**src/sv/sact_pkg.sv**
```systemverilog
// types, register codes and helpers shared by the cache tag model
`timescale 1ns / 1ps
`default_nettype none
package sact_pkg;

    localparam logic [2:0] REG_REPL   = 3'd0;
    localparam logic [2:0] REG_WPOL   = 3'd1;
    localparam logic [2:0] REG_OFFSET = 3'd2;
    localparam logic [2:0] REG_SETS   = 3'd3;
    localparam logic [2:0] REG_WAYS   = 3'd4;

    localparam logic [1:0] REPL_LRU    = 2'd0;
    localparam logic [1:0] REPL_FIFO   = 2'd1;
    localparam logic [1:0] REPL_RANDOM = 2'd2;
    localparam logic [1:0] REPL_RSVD   = 2'd3;

    localparam logic WPOL_WB = 1'b0;
    localparam logic WPOL_WT = 1'b1;

    localparam logic CMD_WRITE = 1'b1;

    localparam logic [3:0]  MAX_OFFSET = 4'd12;
    localparam logic [2:0]  MAX_SET    = 3'd6;
    localparam logic [15:0] LFSR_SEED  = 16'hACE1;

    typedef struct packed {
        logic        cmd;
        logic [31:0] address;
    } t_item;

    typedef struct packed {
        logic [5:0]  set_sel;
        logic [31:0] tag;
        logic        hit;
    } t_result;

    typedef struct packed {
        logic [1:0] repl;
        logic       wpol;
        logic [3:0] blk_shift;
        logic [2:0] idx_bits;
        logic [3:0] ways_used;
    } t_cfg;

    typedef struct packed {
        logic        cmd;
        logic [5:0]  set_sel;
        logic [31:0] tag;
    } t_job;

    function automatic logic [15:0] lfsr_next(input logic [15:0] x);
        logic fb;
        fb = x[0] ^ x[2] ^ x[3] ^ x[5];
        return {fb, x[15:1]};
    endfunction

endpackage
`default_nettype wire

```
**src/sv/sact_front.sv**
```systemverilog
// address split and two-entry job queue
`timescale 1ns / 1ps
`default_nettype none
module sact_front (
    input  wire logic          i_clk,
    input  wire logic          i_rst_n,
    input  wire logic          i_start,
    output logic               o_busy,
    input  wire sact_pkg::t_item i_item,
    input  wire sact_pkg::t_cfg  i_cfg,
    input  wire logic          i_pop,
    output sact_pkg::t_job     o_head,
    output logic               o_empty
);
    sact_pkg::t_job r_q [2];
    logic       r_wp, r_rp;
    logic [1:0] r_cnt;
    logic [3:0] ob;
    logic [2:0] sb;
    logic [4:0] sh;
    logic [31:0] shifted;
    logic [6:0] mask;
    sact_pkg::t_job job;
    logic push, pop;

    always_comb begin
        ob = (i_cfg.blk_shift > sact_pkg::MAX_OFFSET) ? sact_pkg::MAX_OFFSET
                                                      : i_cfg.blk_shift;
        sb = (i_cfg.idx_bits > sact_pkg::MAX_SET) ? sact_pkg::MAX_SET : i_cfg.idx_bits;
        sh = {1'b0, ob} + {2'b0, sb};
        shifted = i_item.address >> ob;
        mask = (7'd1 << sb) - 7'd1;
        job.cmd = i_item.cmd;
        job.set_sel = shifted[5:0] & mask[5:0];
        job.tag = i_item.address >> sh;
    end

    assign o_busy  = (r_cnt == 2'd2);
    assign o_empty = (r_cnt == 2'd0);
    assign o_head  = r_q[r_rp];
    assign push    = i_start && !o_busy;
    assign pop     = i_pop && !o_empty;

    always_ff @(posedge i_clk) begin
        if (!i_rst_n) begin
            r_wp  <= 1'b0;
            r_rp  <= 1'b0;
            r_cnt <= 2'd0;
        end else begin
            if (push) begin
                r_q[r_wp] <= job;
                r_wp <= ~r_wp;
            end
            if (pop) begin
                r_rp <= ~r_rp;
            end
            r_cnt <= r_cnt + {1'b0, push} - {1'b0, pop};
        end
    end
endmodule
`default_nettype wire

```
**config.mk**
```make
export PLATFORM = sky130hd
export DESIGN_NAME = sact_front
export DESIGN_NICKNAME = d
export VERILOG_FILES = /design/src/sv/sact_pkg.sv /design/src/sv/sact_front.sv
export SDC_FILE = /design/constraint.sdc
export NUM_CORES = 1
export LEC_CHECK = 0
export ABC_AREA = 1
export BUFFER_PORTS_ARGS = -buffer_cell sky130_fd_sc_hd__buf_2
export CAP_MARGIN = 30
export CORE_ASPECT_RATIO = 1.1
export CORE_UTILIZATION = 45
export CTS_CLUSTER_DIAMETER = 120
export DETAILED_ROUTE_END_ITERATION = 8
export PLACE_DENSITY_LB_ADDON = 0.05
export SETUP_SLACK_MARGIN = 0.4
export SLEW_MARGIN = 10
export SYNTH_ARGS = -nofsm -noshare
export SYNTH_HDL_FRONTEND = slang
export SYNTH_SLANG_ARGS = --single-unit
```
**constraint.sdc**
```tcl
create_clock -name i_clk -period 4.2 [get_ports i_clk]
set_input_delay 0.42 -clock i_clk [delete_from_list [all_inputs] [get_ports i_clk]]
set_output_delay 0.42 -clock i_clk [all_outputs]
set_load 0.005 [all_outputs]
```
## Word level (Yosys, flattened, before mapping)

Memory sizes are Yosys's and may differ from the RTL's. A register that Yosys moved wholly into a read port is not among the register bits.
Index checks and enable logic that the tools add are counted.

- Register bits after elaboration: 4
- RAM bits: 78
- Word-level logic and storage cells: 29
- Output and inout bits: 41
- Memories kept: 1

Memories:

| memory | depth | bits a word | read ports | clocked after Yosys merged registers in | wr ports | RTL line | source |
|---|---|---|---|---|---|---|---|
| r_q | 2 | 39 | 1 | 1 | 1 | sact_front.sv:15 | `sact_pkg::t_job r_q [2];` |

- Add/sub/neg operators: 4
- Reductions and logical operators: 5
- $lt $le $gt $ge: 2
- Eq/ne operators: 1
- Muxes and demuxes: 7
- Bitwise operators: 3
- Shift operators: 3

Operators by type and width:

| cell | number |
|---|---|
| $shr 32x4->6 | 1 |
| $shr 32x5->32 | 1 |
| $and 6x6->6 | 1 |
| $shl 1x3->6 const A | 1 |
| $sub 6x1->6 const B | 1 |
| $add 4x3->5 | 1 |
| $mux 1 | 5 |
| $gt 4x4->1 const B | 1 |
| $mux 4 | 1 |
| $gt 3x3->1 const B | 1 |
| $mux 3 | 1 |
| $add 2x1->2 | 1 |
| $eq 2x2->1 const B | 1 |
| $logic_and 1x1->1 | 2 |
| $logic_not 1->1 | 2 |
| $logic_not 2->1 | 1 |
| $not 1->1 | 2 |
| $sub 2x1->2 | 1 |

## Depth between registers and ports, before layout

Gate-level depths: netlist of run 1.

- Word-level depth: 6
- Depth in mapped cells: 15
- Gate-level depth less buffers: 13

## Worst setup path after synthesis of run 1

OpenSTA, ideal clock, no wires.

- Path type: input to register
- From: in i_start
- To: mem r_q[0][0] (netlist name) (enable)
- Stages: 3
- Buffers on the path: 0
- Path slack: 1.255 ns
- Arrival: 2.510 ns
- Cell sequence: o21ai_0 or2_2 nor2_1

- Cells in the longest elaborated chain, start to end: 4

RTL lines:

| element | RTL line | source |
|---|---|---|
| start, declared | sact_front.sv:7 | `input wire logic i_start,` |
| $logic_and 1x1->1 | sact_front.sv:41 | `assign push = i_start && !o_busy;` |
| $mux 1 | sact_front.sv:50 | `if (push) begin` |
| $mux 1 | sact_front.sv:45 | `if (!i_rst_n) begin` |
| $mux 1 (implied by the code) | sact_front.sv:51 | `r_q[r_wp] <= job;` |
| end, declared | sact_front.sv:15 |  |

No other way between the ends.

==> results.toml, run 1 <==
[die]
dieWidth_um = 108
ios = 92
die-area_mm2 = 0.0127
die_h_um = 118
fp-row-count = 42
start_util = 0.460
core_area_mm2 = 0.0120

[power]
power_density_mw_per_mm2 = 462
power_leakage_nw = 2.72
ir_drop_v = 0.000308

[route]
wl_per_cell_um = 16.7
route.detailed.drc = 1
top_layer = "met4"
ant_nets = 0
dr.pass1.iters = 7
drt-met1-wl_um = 6790
vias_per_cell = 5.70
route.met2.wl_um = 7040
wl_met3_um = 886
wl_um = 14900
via_count = 5095
drtIter0Drc = 440

[worst_setup_path]
cp.required_ps = 4280
critPathSlowestCell = "nand2_1"
arrival_ps = 3130
path_cells = "buf_2 -> nand2_4 -> nand2_4 -> inv_4 -> ha_1 -> nand3_1 -> nand2_1 -> nand2_1 -> nand2_1 -> nand3_1 -> nand3_1 -> nand2_1"
crit_buf_inv = 2
critical_path.top_delay_family = "simple AND/OR/NAND/NOR gates"
path_class = "in -> reg"
crit_top_cell = "nand2_1"
max_stage_delay_ps = 640
cp_max_fo = 25
start_kind = "primary input"
crit_path_end_kind = "register"

[logic_synthesis]
syn_area_mm2 = 0.00552
syn_inst = 673
ys_types = 31
yosysSeqAreaShare = 0.443
syn_area_per_cell_um2 = 8.20
yosys_warnings = 0
synth_ff_type = "edfxtp_1"
ys_seq_elements = 83
async_reset_ff_frac = 0
syn-num-nets = 730
synth-edff-count = 78

[timing]
setup_viol = 0
finalCritPeriodShare = 0.727
tns_ps = 0
tightest_slew_ps = 880
rsz0062_at_grt = "no"
min_period_ps = 3050
max_slew_margin = 0.412
max_clock_freq_mhz = 328
skew_ps = 5.34
finalHoldViolCount = 0
slew_violations = 0

[grt]
grt_overflow = 0
grtUsageTotal = 0.243
grt_max_degree = 40
antenna_found_initial = 0
grt_pass1_wl_um = 23700
grt_pass1_vias = 4555

[layout]
final_cells = 894
nets = 792
insertedDiodeCount = 0
areaGrowthSynthToFinish_pct = 15.2
layout-drive-gt1-share = 0.222
mostFrequentLayoutCells = "nand3_1 (245), nand2_1 (141), buf_2 (84)"
final_common_cell = "nand3_1"
fin_util = 0.530

[clocking]
cts.sinks = 83
h-tree-depth = 3
clock_tree.root_cell = "clkbuf_16"
cts.hold.buffers_added = 0
clock_latency_ps = 330
cts_setup_buffers = 0
clkTransAtPathRegs_ps = 60
clk_path_buf_depth = 2
cts-resized-gates = 0
cts_tree = "done"
numCtsBuffers = 9

[job]
drv_cap = 0

[place]
portBuffers = 84
dp_cells = 878
routabilityCongestion = 0.902
hpwl_um = 10800

[worst_hold_path]
hold_path_class = "in -> reg"

[status]
run_status = "finished, violations left"
violations = "design-rule violations"
## final timing paths
kind | depth (start not counted) | startpoint | end | slack [ps]
max | 12 | i_cfg[9] | r_q[1][1]$_DFFE_PP_ | 1150
min reg2reg | 1 | r_rp$_SDFFE_PN0P_ | r_rp$_SDFFE_PN0P_ | 450
max reg2reg | 4 | r_cnt[0]$_SDFF_PN0_ | r_q[0][25]$_DFFE_PP_ | 2110
min | 1 | i_item[32] | r_q[1][38]$_DFFE_PP_ | 280
## synthesized netlist by cell type (2+ instances only)
master / count / share of area
buf_6: 2 / 0.0041
nand3_2: 2 / 0.0036
nand4_1: 3 / 0.0034
nand2_1: 141 / 0.096
edfxtp_1: 78 / 0.42
buf_4: 3 / 0.0041
o21ai_1: 11 / 0.010
nand2_4: 3 / 0.0061
ha_1: 5 / 0.011
inv_1: 27 / 0.018
a21oi_1: 11 / 0.010
o21ai_0: 7 / 0.0063
o211ai_1: 9 / 0.012
inv_2: 3 / 0.0020
dfxtp_1: 5 / 0.018
mux2_2: 39 / 0.080
clkinv_1: 2 / 0.0014
buf_2: 23 / 0.021
nand3_1: 245 / 0.22
nor2_1: 30 / 0.020
clkbuf_1: 14 / 0.0095
## flip-flops by register name, summed over array words and instances (netlist names), named ones only
register,cells
r_wp,1
r_q,78
r_rp,1
r_cnt,2
## report_power, final
| part | switching, W | internal [W] | leakage, nW |
|---|---|---|---|
| clock network | 0.000300 | 0.000518 | 0.149 |
| logic | 0.000627 | 0.000403 | 1.80 |
| registers | 0.0000437 | 0.00104 | 0.765 |
## logic make-up (layout without fill, tap and decap cells)
| kind of cell | after synthesis | count (layout) | synth area share |
|---|---|---|---|
| xor gates and xnor gates | 1 | 1 | 0.00159 |
| DFF | 83 | 83 | 0.443 |
| and+or+nand+nor | 428 | 428 | 0.356 |
| buffers and inverters | 77 | 144 | 0.0649 |
| muxes | 39 | 39 | 0.0796 |
| AOI/OAI and AO/OA | 39 | 39 | 0.0401 |
| adders and majority gates | 6 | 6 | 0.0150 |
## stage by stage
step                total power (W)  cell area [um2]  hold WS [ps]  setup slack (ps)
global placement            0.00210             5980           435               926
floorplan                   0.00179             5520           425              1250
global route                0.00312             6350           275               926
CTS                         0.00296             6350           276              1220
detailed placement          0.00213             6040           439               870
finish                      0.00294             6350           285              1150
## routing by layer
| metal | global-route usage | vias to the layer above |
|---|---|---|
| li1 | - | 2510 |
| met1 | 0.344 | 2365 |
| met2 | 0.385 | 207 |
| met3 | 0.0354 | 13 |
| met4 | 0.0702 | 0 |
| met5 | 0 | - |
## area by class of cell
class                   count  area, um2
clock buffers               9        225
clock inverters             7       92.6
fillers                  1142       5630
inverters                  33        126
multi-input cells         513       2730
flip-flops and latches     83       2440
well taps                 154        193
repair buffers             95        543
Note: power is estimated with default switching activity, not from simulation.
==> inputs of run 2 (changes only) <==
- clock period: 4.2 -> 2.55 ns (I/O delays scaled with it)
==> run 2 against run 1 <==
The flow still finishes with violations (design-rule violations). Wire length up 5.8%. Hold slack got worse by 160 ps. Register-to-register slack worse by 1500 ps. Utilization up 3.1 points. Critical path type unchanged.
==> results.toml, run 2 (same netlist as run 1, synthesis figures left out) <==
[worst_setup_path]
critPathSlowestCell = "fa_2"
path_class = "in -> reg"
crit_top_cell = "nand3_1"
start_kind = "primary input"
cp_max_fo = 10
r2r_cells = 8
arrival_ps = 2160
max_stage_delay_ps = 600
path_cells = "buf_2 -> inv_1 -> a21oi_1 -> buf_4 -> ha_4 -> fa_2 -> buf_4 -> nand3_1 -> nand3_1 -> nand3_1 -> nand2_1 -> nor2_1"
reg2reg_to = "r_cnt[1]$_SDFF_PN0_"
reg2reg_from = "r_cnt[1]$_SDFF_PN0_"
cp.required_ps = 2610
crit_path_end_kind = "register"
r2r_slack_ps = 630

[place]
dp_slack_ps = 7.31
hpwl_um = 11700
portBuffers = 84
routabilityCongestion = 0.916

[layout]
num-fill-cells = 1121
mostFrequentLayoutCells = "nand3_1 (235), nand2_1 (138), buf_2 (84)"
largest_register_ffs = 78
areaGrowthSynthToFinish_pct = 22.0
top_register = "r_q"
insertedDiodeCount = 0
largest_registers = "r_q x78, r_cnt x2"
final_common_cell = "nand3_1"
nets = 824
layout-drive-gt1-share = 0.287

[grt]
antenna_found_initial = 0
grt_pass1_wl_um = 24700
grtUsageTotal = 0.254
grt_pass1_vias = 4760
grt_overflow = 0
grt_max_degree = 40

[die]
die-area_mm2 = 0.0127
die_h_um = 118
start_util = 0.460
ios = 92
dieWidth_um = 108
fp-row-count = 42
core_area_mm2 = 0.0120

[clocking]
clk_path_buf_depth = 2
cts.sinks = 83
clkTransAtPathRegs_ps = 50
h-tree-depth = 3
clock_tree.root_cell = "clkbuf_16"
cts.hold.buffers_added = 0
numCtsBuffers = 9
clock_latency_ps = 330
cts_tree = "done"

[route]
vias_per_cell = 5.71
wl_per_cell_um = 17.1
drtIter0Drc = 369
dr.pass1.iters = 9
route.detailed.drc = 1
via_count = 5283
ant_nets = 0
wl_um = 15800

[job]
drv_cap = 0

[timing]
skew_ps = 5.08
setup_viol = 0
min_period_ps = 2100
slew_violations = 0
fin_ws_ps = 447
finalHoldViolCount = 0
finalCritPeriodShare = 0.825
rsz0062_at_grt = "yes"
max_slew_margin = 0.578
tns_ps = 0
tightest_slew_ps = 626
max_clock_freq_mhz = 476

[status]
run_status = "finished, violations left"
violations = "design-rule violations"

[power]
power_leakage_nw = 2.91
power_density_mw_per_mm2 = 711
ir_drop_v = 0.000424

[worst_hold_path]
hold_path_class = "in -> reg"
worstHoldStart = "i_item[32]"
hold-path-endpoint = "r_q[1][38]$_DFFE_PP_"
whs_path_depth = 1
## run 2: layer usage
layer / global-route usage / share of wire / vias up
met4: 0.102 / 0.030 / 0
met1: 0.339 / 0.44 / 2474
met5: 0 / 0 / -
met2: 0.407 / 0.48 / 201
li1: - / - / 2572
met3: 0.0454 / 0.054 / 36
## run 2: cell type report
| cell class | count | area (um2) | area share |
|---|---|---|---|
| multi-input combinational | 513 | 2860 | 0.425 |
| sequential | 83 | 2440 | 0.363 |
| clock inverter | 5 | 21.3 | 0.00316 |
| clock buffer | 10 | 229 | 0.0340 |
| tap | 154 | 193 | 0.0286 |
| inverter | 33 | 131 | 0.0195 |
| timing repair buffer | 127 | 851 | 0.126 |
## run 2: worst max-delay path, delay by kind of cell
kind / cells / cell delay (ps)
buffers and inverters: 4 / 510
adder cells (fa/ha/maj): 2 / 760
AND/OR/NAND/NOR: 5 / 580
AO/OA/AOI/OAI: 1 / 40
## run 2: how the worst max path moves through the flow
stage / startpoint / slack, ps / end / cells after the start
2_1_floorplan: i_cfg[9] / 390 / r_q[0][1]$_DFFE_PP_ / 13
3_3_place_gp: i_cfg[4] / 40 / r_q[0][3]$_DFFE_PP_ / 12
3_5_place_dp: i_cfg[4] / 7 / r_q[1][6]$_DFFE_PP_ / 15
4_1_cts: i_cfg[4] / 430 / r_q[1][23]$_DFFE_PP_ / 15
5_1_grt: i_cfg[4] / 350 / r_q[1][20]$_DFFE_PP_ / 12
6_report: i_cfg[4] / 450 / r_q[1][20]$_DFFE_PP_ / 12
## run 2: power breakdown
part | internal, W | leakage [nW] | switching (W)
clock | 0.000639 | 0.125 | 0.000450
combinational | 0.000798 | 2.02 | 0.00113
sequential | 0.00172 | 0.765 | 0.0000451
total | 0.00316 | 2.91 | 0.00163
## run 2: metrics by stage
step,hold WS (ps),std cells,instance area [um2],power (W),utilization
after CTS,107,923,6610,0.00473,0.551
after global routing,122,925,6730,0.00506,0.562
after floorplan,348,673,5630,0.00301,-
after detailed placement,449,908,6340,0.00364,0.529
final,122,925,6730,0.00478,0.562
after global placement,436,908,6340,0.00360,0.529
## run 2: timing repair
action                     CTS  global route
buffers inserted             0             2
pin swaps                    0             3
setup endpoints to repair   14            52
resized for setup            4            28
==> inputs of run 3 (changes only) <==
- clock period: 2.55 -> 2.1 ns (I/O delays scaled with it)
==> run 3 against run 2 <==
The run now ends clean. Sequential cell count stayed put. Cell count is 3.5% higher. Clock skew about the same. Non-clock buffer count increased by 29. Worst setup slack lost 430 ps. Hold slack got worse by 39 ps. Cell area up 25%.
==> results.toml, run 3 (same netlist as run 1, synthesis figures left out) <==
[route]
route.met2.wl_um = 8960
route.detailed.drc = 0
top_layer = "met4"
ant_nets = 0
via_count = 5705
wl_um = 18600
vias_per_cell = 5.96
drtIter0Drc = 403
dr.pass1.iters = 7
wl_per_cell_um = 19.4
wl_met3_um = 1260
drt-met1-wl_um = 7760

[timing]
max_slew_margin = 0.592
min_period_ps = 2080
tightest_slew_ps = 608
fin_ws_ps = 18.8
finalCritPeriodShare = 0.991
max_clock_freq_mhz = 480
skew_ps = 5.08
finalHoldViolCount = 0
rsz0062_at_grt = "yes"
setup_viol = 0
tns_ps = 0
slew_violations = 0

[worst_setup_path]
r2r_slack_ps = 520
r2r_cells = 8
max_stage_delay_ps = 560
start_kind = "primary input"
arrival_ps = 2160
crit_buf_inv = 6
critical_path.top_delay_family = "adder cells"
reg2reg_to = "r_cnt[1]$_SDFF_PN0_"
critPathSlowestCell = "fa_2"
endpoint = "r_q[0][3]$_DFFE_PP_"
cp_max_fo = 8
reg2reg_from = "r_cnt[0]$_SDFF_PN0_"
path_depth = 14
path_cells = "buf_8 -> inv_4 -> a21oi_2 -> buf_4 -> ha_4 -> fa_2 -> buf_12 -> buf_12 -> buf_8 -> nand3_4 -> nand3_4 -> nand3_2 -> nand3_2 -> nand2_1"
path_class = "in -> reg"
crit_start = "i_cfg[4]"
cp.required_ps = 2180
crit_path_end_kind = "register"

[power]
seqPwrFrac = 0.301
switching_share = 0.347
power_density_mw_per_mm2 = 855
power_leakage_nw = 3.50
finalPower_w = 0.00720
combPwrFrac = 0.460
clockPowerShare = 0.240
ir_drop_v = 0.000721
switching_power_w = 0.00250
p_int_w = 0.00470

[layout]
layout-drive-gt1-share = 0.502
num-fill-cells = 905
largest_register_ffs = 78
areaGrowthSynthToFinish_pct = 52.6
largest_registers = "r_q x78, r_cnt x2"
final_area_mm2 = 0.00842
top_register = "r_q"
insertedDiodeCount = 0
nets = 855
mostFrequentLayoutCells = "nand3_1 (132), nand2_1 (116), buf_2 (79)"
final_common_cell = "nand3_1"

[clocking]
h-tree-depth = 3
cts_tree = "done"
cts.hold.buffers_added = 0
clock_tree.root_cell = "clkbuf_16"
numCtsBuffers = 9
clk_path_buf_depth = 2
cts.sinks = 83
clkTransAtPathRegs_ps = 60
clock_latency_ps = 330

[grt]
grt_overflow = 0
grt_pass1_vias = 5270
grt_pass1_wl_um = 27300
antenna_found_initial = 0
grt_max_degree = 40
grtUsageTotal = 0.280

[place]
hpwl_um = 11900
routabilityCongestion = 0.926
portBuffers = 84
placed_cell_area_mm2 = 0.00652
dp_slack_ps = -439

[die]
ios = 92
start_util = 0.460
die-area_mm2 = 0.0127
fp-row-count = 42
core_area_mm2 = 0.0120
die_h_um = 118
dieWidth_um = 108

[worst_hold_path]
hold_path_class = "in -> reg"

[status]
run_status = "complete, no violations"

[job]
drv_cap = 0
run 3: changes by cell type in the layout (fill, tap and decap cells not counted), moves of 5 or more:
cell,change
nand2_2,+15
nand3_4,+43
nand3_2,+60
buf_4,+7
buf_2,-5
buf_8,+6
nor2_2,+6
nand2_1,-22
buf_12,+11
nand3_1,-103
nand2_4,+7
nor2_1,-10
run 3: per-stage QoR:
stage               hold slack (ps)  std cells   util
global route                   81.1        957  0.703
global placement                401        922  0.544
finish                         82.9        957  0.703
floorplan                       303        673      -
detailed placement              414        922  0.544
CTS                            71.8        944  0.632
run 3: per-layer routing:
layer | vias up | GRT usage
met5 | - | 0
met4 | 0 | 0.0959
met3 | 50 | 0.0316
met2 | 280 | 0.453
met1 | 2722 | 0.386
li1 | 2653 | -
run 3: final cells by class:
| type | count | area, um2 | area share |
|---|---|---|---|
| clock buffer | 10 | 229 | 0.0272 |
| clock inverter | 6 | 104 | 0.0123 |
| inverter | 33 | 144 | 0.0171 |
| multi-input combinational | 513 | 3860 | 0.459 |
| sequential | 83 | 2450 | 0.291 |
| tap | 154 | 193 | 0.0229 |
| timing repair buffer | 156 | 1410 | 0.168 |
| timing repair inverter | 2 | 25.0 | 0.00297 |
run 3: power by group through the flow:
stage	Clock (W)	Combinational (W)	Sequential, W
6_report	0.00172	0.00331	0.00216
3_5_place_dp	0	0.00234	0.00219
5_1_grt	0.00182	0.00354	0.00218
2_1_floorplan	0	0.00151	0.00217
4_1_cts	0.00175	0.00275	0.00216
3_3_place_gp	0	0.00233	0.00218
run 3: worst min path at each step:
stage                from              endpoint  depth (start not counted)
6_report       i_item[32]  r_q[1][38]$_DFFE_PP_                          1
5_1_grt        i_item[32]  r_q[1][38]$_DFFE_PP_                          1
4_1_cts        i_item[32]  r_q[1][38]$_DFFE_PP_                          1
3_5_place_dp   i_item[32]  r_q[1][38]$_DFFE_PP_                          1
3_3_place_gp   i_item[32]  r_q[1][38]$_DFFE_PP_                          1
2_1_floorplan     i_rst_n   r_cnt[0]$_SDFF_PN0_                          2
run 3: repair_timing:
item                       CTS  global route
buffers inserted             2             8
cloned                       4             5
setup endpoints to repair   92            70
pin swaps                   31            34
gates resized for setup    134           131
run 3: worst register-to-register path, stage by stage (launching register included):
cell,delay (ps)
dfxtp_2,350
o21ai_0,160
inv_1,110
ha_1,280
inv_1,40
ha_1,200
xnor2_2,140
o21ai_0,140
a21oi_1,50
